==> config.mk <==
export PLATFORM = sky130hd
export DESIGN_NAME = prbuf_ctrl
export DESIGN_NICKNAME = d
export VERILOG_FILES = /design/src/hdl/prbuf_pkg.sv /design/src/hdl/prbuf_ctrl.sv
export SDC_FILE = /design/constraint.sdc
export NUM_CORES = 1
export LEC_CHECK = 0
export ABC_AREA = 1
export BUFFER_PORTS_ARGS = -buffer_cell sky130_fd_sc_hd__buf_4
export CAP_MARGIN = 20
export CORE_AREA = 2 2 39 41
export DETAILED_ROUTE_END_ITERATION = 12
export DIE_AREA = 0 0 41 43
export PLACE_DENSITY = 0.77
export SKIP_LAST_GASP = 1
export SLEW_MARGIN = 30
export SYNTH_ARGS = -nofsm -noshare
export SYNTH_HDL_FRONTEND = slang
export SYNTH_SLANG_ARGS = --single-unit
==> constraint.sdc <==
create_clock -name clk_i -period 1.4 [get_ports clk_i]
set_input_delay 0.14 -clock clk_i [delete_from_list [all_inputs] [get_ports clk_i]]
set_output_delay 0.14 -clock clk_i [all_outputs]
set_load 0.01 [all_outputs]
==> src/hdl/prbuf_pkg.sv <==
// package: sizes, word types, datapath commands and status for the bond union-find block
`timescale 1ns / 1ps
package prbuf_pkg;

  localparam int NODES     = 1024;
  localparam int MAX_GROUP = 64;

  localparam int ADDR_W = $clog2(NODES);
  localparam int CNT_W  = $clog2(NODES) + 1;
  localparam int PROD_W = 2 * CNT_W - 1;
  localparam int SLOT_W = (MAX_GROUP > 1) ? $clog2(MAX_GROUP) : 1;
  localparam int SCNT_W = $clog2(MAX_GROUP + 1);

  localparam int END_W = 10;
  localparam int POS_W = 6;
  localparam int SIZE_W = 11;

  typedef struct packed {
    logic [END_W-1:0] end_a;
    logic [END_W-1:0] end_b;
    logic             last_candidate;
  } in_word_t;

  typedef struct packed {
    logic [POS_W-1:0]  chosen_position;
    logic              merged;
    logic [END_W-1:0]  new_root;
    logic [SIZE_W-1:0] joined_size;
  } out_word_t;

  typedef enum logic [3:0] {
    OP_NONE,
    OP_CLEAR,
    OP_CAPTURE,
    OP_READ_PARENT,
    OP_STEP,
    OP_SET_ROOT,
    OP_COMP_WRITE,
    OP_START_B,
    OP_READ_CNT_A,
    OP_READ_CNT_B,
    OP_MUL,
    OP_UPDATE,
    OP_MRD_A,
    OP_MRD_B,
    OP_MLATCH,
    OP_MERGE
  } dp_op_e;

  typedef struct packed {
    dp_op_e op;
    logic   sel_b;
  } dp_cmd_t;

  typedef struct packed {
    logic clear_last;
    logic at_root;
    logic cur_is_root;
    logic last;
    logic out_busy;
  } dp_status_t;

endpackage

==> src/hdl/prbuf_ctrl.sv <==
// controller: sequences clearing, the two finds with path compression, selection and merge
`timescale 1ns / 1ps
module prbuf_ctrl import prbuf_pkg::*; (
  input  logic       clk_i,
  input  logic       rst_ni,
  input  logic       in_valid_i,
  output logic       in_ready_o,
  input  dp_status_t status_i,
  output dp_cmd_t    cmd_o
);

  typedef enum logic [3:0] {
    S_CLEAR,
    S_IDLE,
    S_RD,
    S_WALK,
    S_CRD,
    S_CWR,
    S_CNT_A,
    S_CNT_B,
    S_MUL,
    S_BEST,
    S_MA,
    S_MB,
    S_MLAT,
    S_MERGE
  } state_e;

  state_e state_q;
  logic   sel_b_q;
  logic   in_ready_q;

  always_ff @(posedge clk_i or negedge rst_ni) begin
    if (!rst_ni) begin
      state_q    <= S_CLEAR;
      sel_b_q    <= 1'b0;
      in_ready_q <= 1'b0;
    end else begin
      unique case (state_q)
        S_CLEAR: begin
          if (status_i.clear_last) begin
            state_q    <= S_IDLE;
            in_ready_q <= 1'b1;
          end
        end
        S_IDLE: begin
          if (in_valid_i) begin
            in_ready_q <= 1'b0;
            sel_b_q    <= 1'b0;
            state_q    <= S_RD;
          end
        end
        S_RD:   state_q <= S_WALK;
        S_WALK: state_q <= status_i.at_root ? S_CRD : S_RD;
        S_CRD: begin
          if (!status_i.cur_is_root) begin
            state_q <= S_CWR;
          end else if (sel_b_q) begin
            state_q <= S_CNT_A;
          end else begin
            sel_b_q <= 1'b1;
            state_q <= S_RD;
          end
        end
        S_CWR:   state_q <= S_CRD;
        S_CNT_A: state_q <= S_CNT_B;
        S_CNT_B: state_q <= S_MUL;
        S_MUL:   state_q <= S_BEST;
        S_BEST: begin
          if (status_i.last) begin
            state_q <= S_MA;
          end else begin
            state_q    <= S_IDLE;
            in_ready_q <= 1'b1;
          end
        end
        S_MA:   state_q <= S_MB;
        S_MB:   state_q <= S_MLAT;
        S_MLAT: state_q <= S_MERGE;
        S_MERGE: begin
          if (!status_i.out_busy) begin
            state_q    <= S_IDLE;
            in_ready_q <= 1'b1;
          end
        end
        default: state_q <= S_CLEAR;
      endcase
    end
  end

  always_comb begin
    cmd_o.sel_b = sel_b_q;
    unique case (state_q)
      S_CLEAR: cmd_o.op = OP_CLEAR;
      S_IDLE:  cmd_o.op = in_valid_i ? OP_CAPTURE : OP_NONE;
      S_RD:    cmd_o.op = OP_READ_PARENT;
      S_WALK:  cmd_o.op = status_i.at_root ? OP_SET_ROOT : OP_STEP;
      S_CRD: begin
        if (!status_i.cur_is_root) begin
          cmd_o.op = OP_READ_PARENT;
        end else begin
          cmd_o.op = sel_b_q ? OP_NONE : OP_START_B;
        end
      end
      S_CWR:   cmd_o.op = OP_COMP_WRITE;
      S_CNT_A: cmd_o.op = OP_READ_CNT_A;
      S_CNT_B: cmd_o.op = OP_READ_CNT_B;
      S_MUL:   cmd_o.op = OP_MUL;
      S_BEST:  cmd_o.op = OP_UPDATE;
      S_MA:    cmd_o.op = OP_MRD_A;
      S_MB:    cmd_o.op = OP_MRD_B;
      S_MLAT:  cmd_o.op = OP_MLATCH;
      S_MERGE: cmd_o.op = status_i.out_busy ? OP_NONE : OP_MERGE;
      default: cmd_o.op = OP_NONE;
    endcase
  end

  assign in_ready_o = in_ready_q;

endmodule

### After elaboration in Yosys (flattened, before gate mapping)

Cells that the tools add are included.

* eq/ne operators: 18
* multiplexer cells: 21
* reduce and logical (&&, ||, !) cells: 6

Operators by type and width (number)
* 4-bit case mux with 14 select lines: 2
* 4-bit equality test (second input constant): 6
* 4-bit two-way mux: 5
* 4-bit by 3-bit equality test with 1-bit output (second input constant): 4
* 3-bit two-way mux: 5
* 2-bit inequality test (second input constant): 5
* 4-bit by 2-bit equality test with 1-bit output (second input constant): 2
* 1-bit two-way mux: 6
* 3-bit AND reduction: 2
* 5-bit AND reduction: 1
* 4-bit by 1-bit equality test with 1-bit output (second input constant): 1
* 4-bit logical NOT: 1
* 1-bit case mux with 4 select lines: 1
* 4-bit nonzero test: 1
* 2-bit two-way mux: 1
* 1-bit case mux with 2 select lines: 1
* 2-bit nonzero test: 1

* register bits: 6
* bits of input ports: 8
* output and inout bits: 6

### Longest topological paths before layout

* depth in word-level cells: 3
* mapped depth: 9
* mapped depth without buffers: 8

### Worst setup path before layout

No wires, ideal clock.

* path kind: flip-flop to output port
* from: register state_q[3]
* to: output cmd_o[2] in the netlist's numbering
* arrival: 1075 ps
* path slack: 185 ps
* cell stages (with the launch flop): 8
* path through: dfrtp_1 buf_6 nand2_2 inv_1 nand2_1 inv_1 a21oi_1 nand4_1

RTL lines
* from (decl): line prbuf_ctrl.sv:29 `state_e state_q;`
* from (signal assigned): line prbuf_ctrl.sv:54 `S_WALK: state_q <= status_i.at_root ? S_CRD : S_RD;`
* to (decl): line prbuf_ctrl.sv:9 `output dp_cmd_t cmd_o`

==> results.toml <==
[floorplanning]
die_w_um = 41
pin_count = 14
die_y_um = 43
start_util_pct = 47.65
num_rows = 14
die-area_um2 = 1763
core_um2 = 1384

[detailed_routing]
num_vias = 830
drt_pass1_iterations = 4
drt_iter0_drc = 29
drc = 0
drt.antenna.violating_nets = 0
viasPerCell = 5.533
routedWlPerCell_um = 14.85
drt-total-wl_um = 2228

[grt]
antenna_found_initial = 0
grt_usage_pct = 27.69
grt_pass1_wl_um = 3346
first_global_vias = 786
overflow = 0
grt_max_degree = 8

[sta]
rsz0062_at_grt = "yes"
skew_ns = 0.007021
whs_ns = 0.1893
layout_min_cycle_time_ns = 1.616
finalCritPeriodShare_pct = 115.4
setup_ws_ns = -0.2159
drv_slew = 0
max_freq_mhz = 618.8
finalHoldViolCount = 0
worst_pin_slew_ns = 0.2900
finalSetupViolations = 6
setup-tns-final_ns = -0.9931
slew_headroom_pct = 80.60

[worst_setup_path]
cp_num_buf_inv = 3
critPathCaptureType = "output pin"
cp-start-kind = "register"
slowest_delay_ns = 0.49
required_ns = 1.26
criticalPathCategory = "reg2out"
crit_slowest_cell = "dfrtp_2"
crit_fanout = 7
cpLargestDelayFamily = "flip-flops"
crit_arrival_ns = 1.48
cp_cell_sequence = "nand2_2, inv_2, nand2_4, inv_4, a21oi_4, nand4_1, buf_4"

[yosys]
synth_seq_cells = 6
syn_inst = 100
synth-warning-count = 0
ys_seq_area_share_pct = 22.77
ys_types = 24
syn_nets = 108
synth.avg_cell_area_um2 = 6.594
synth_area_um2 = 659.4

[power]
peakVddDrop_mv = 1.249
totalPowerFinal_w = 0.002306
power_density_nw_per_um2 = 2240
leakage_nw = 0.5205

[placement]
placed_cell_area_um2 = 784.5
gp_routability_congestion = 0.9238
dp_hpwl_um = 1348
portBuffers = 13

[layout]
mostFrequentLayoutCells = "buf_4 (31), nand2_1 (14), nor2_1 (10), nand2_2 (8), nor2_4 (8)"
syn2layout_area_growth_pct = 56.17
layout-drive-gt1-share_pct = 58.21
antennaDiodeCount = 0
finalInstanceArea_um2 = 1030
fin_nets = 144
final_common_cell = "buf_4"

[run]
cap_violations = 0

[clocking]
cts_buffer_depth = 2
cts_tree = "yes"
clkSinkCount = 6
clk_latency_ns = 0.24
htreeDepth = 1
clkTransAtPathRegs_ns = 0.05
cts_root_buf = "clkbuf_4"
cts_buffers = 3

[status]
violations = "setup timing"
run_status = "complete, but fails checks"

[worst_hold_path]
hp-class = "in2reg"
-- cell type report --
| type | count | area (um^2) |
|---|---|---|
| multi-input combinational | 77 | 509.2 |
| fill | 108 | 354.1 |
| timing repair buffer | 35 | 269.0 |
| sequential | 6 | 155.1 |
| inverter | 13 | 53.80 |
| clock buffer | 3 | 22.52 |
| tap | 16 | 20.02 |
-- kinds of logic after synthesis --
| group | share of synthesized area (%) |
|---|---|
| simple gates | 52.94 |
| compound gates | 10.82 |
| buf+inv | 13.47 |
| flops | 22.77 |
-- synthesized netlist by cell type, drive strengths merged --
| master | number | area (um^2) |
|---|---|---|
| nand3 | 7 | 57.56 |
| o21ai | 7 | 35.03 |
| nand3b | 2 | 15.01 |
| a31oi | 1 | 6.260 |
| a21oi | 3 | 15.01 |
| buf | 4 | 37.53 |
| nor3 | 2 | 10.01 |
| nand4 | 5 | 31.28 |
| inv | 13 | 51.30 |
| o211ai | 1 | 7.510 |
| nor2 | 22 | 120.1 |
| nand2 | 26 | 115.1 |
| dfrtp | 6 | 150.1 |
| a21boi | 1 | 7.510 |
-- worst reg2reg max path, delay by kind of cell, from the launching register on --
kind | cells | cell delay [ns]
buffers and inverters | 4 | 0.45
flip-flops | 1 | 0.46
AND/OR/NAND/NOR | 7 | 0.57
-- layer usage --
metal,GRT usage (%),wire length (um),up-vias
met1,36.21,890,381
met4,10.00,37,0
li1,-,-,389
met3,7.853,183,7
met5,0,0,-
met2,41.88,1117,53
-- report_power, final --
part	total, W	switching (W)	internal (W)	leakage, nW
Clock	0.000151	0.0000542	0.0000964	0.0138
Combinational	0.00172	0.000917	0.000803	0.436
Sequential	0.000435	0.000170	0.000265	0.0707
-- path summary, 6_finish.rpt --
path / startpoint / endpoint / slack, ns / depth (start not counted)
worst max-delay path: state_q[3] / cmd_o[3] / -0.22 / 7
worst max register to register: state_q[0] / state_q[0] / -0.15 / 11
worst min register to register: in_ready_o / in_ready_o / 0.48 / 2
worst min-delay path: status_i[3] / state_q[2] / 0.19 / 3
min in group asynchronous: rst_ni / state_q[0] / 0.25 / 2
max in group asynchronous: rst_ni / state_q[2] / 1.01 / 2
-- state kept, by name, summed over array words and instances, names as in the netlist --
signal	flops
in_ready_o	1
state_q	4
sel_b_q	1
-- stage by stage --
step	utilization, %	setup slack (ns)	instances
floorplan	-	0.1853	100
global placement	56.69	-0.02076	131
detailed placement	56.69	-0.07096	131
CTS	66.82	-0.1628	145
global route	74.41	-0.2662	150
finish	74.41	-0.2159	150
-- what timing repair did --
item / CTS / global route
buffers inserted: 10 / 6
hold buffers: 1 / 0
gates resized for setup: 16 / 21
hold endpoints to repair: 6 / 0
pin swaps: 6 / 15
setup endpoints to repair: 4 / 6
Power figures use the tool's default switching activity.
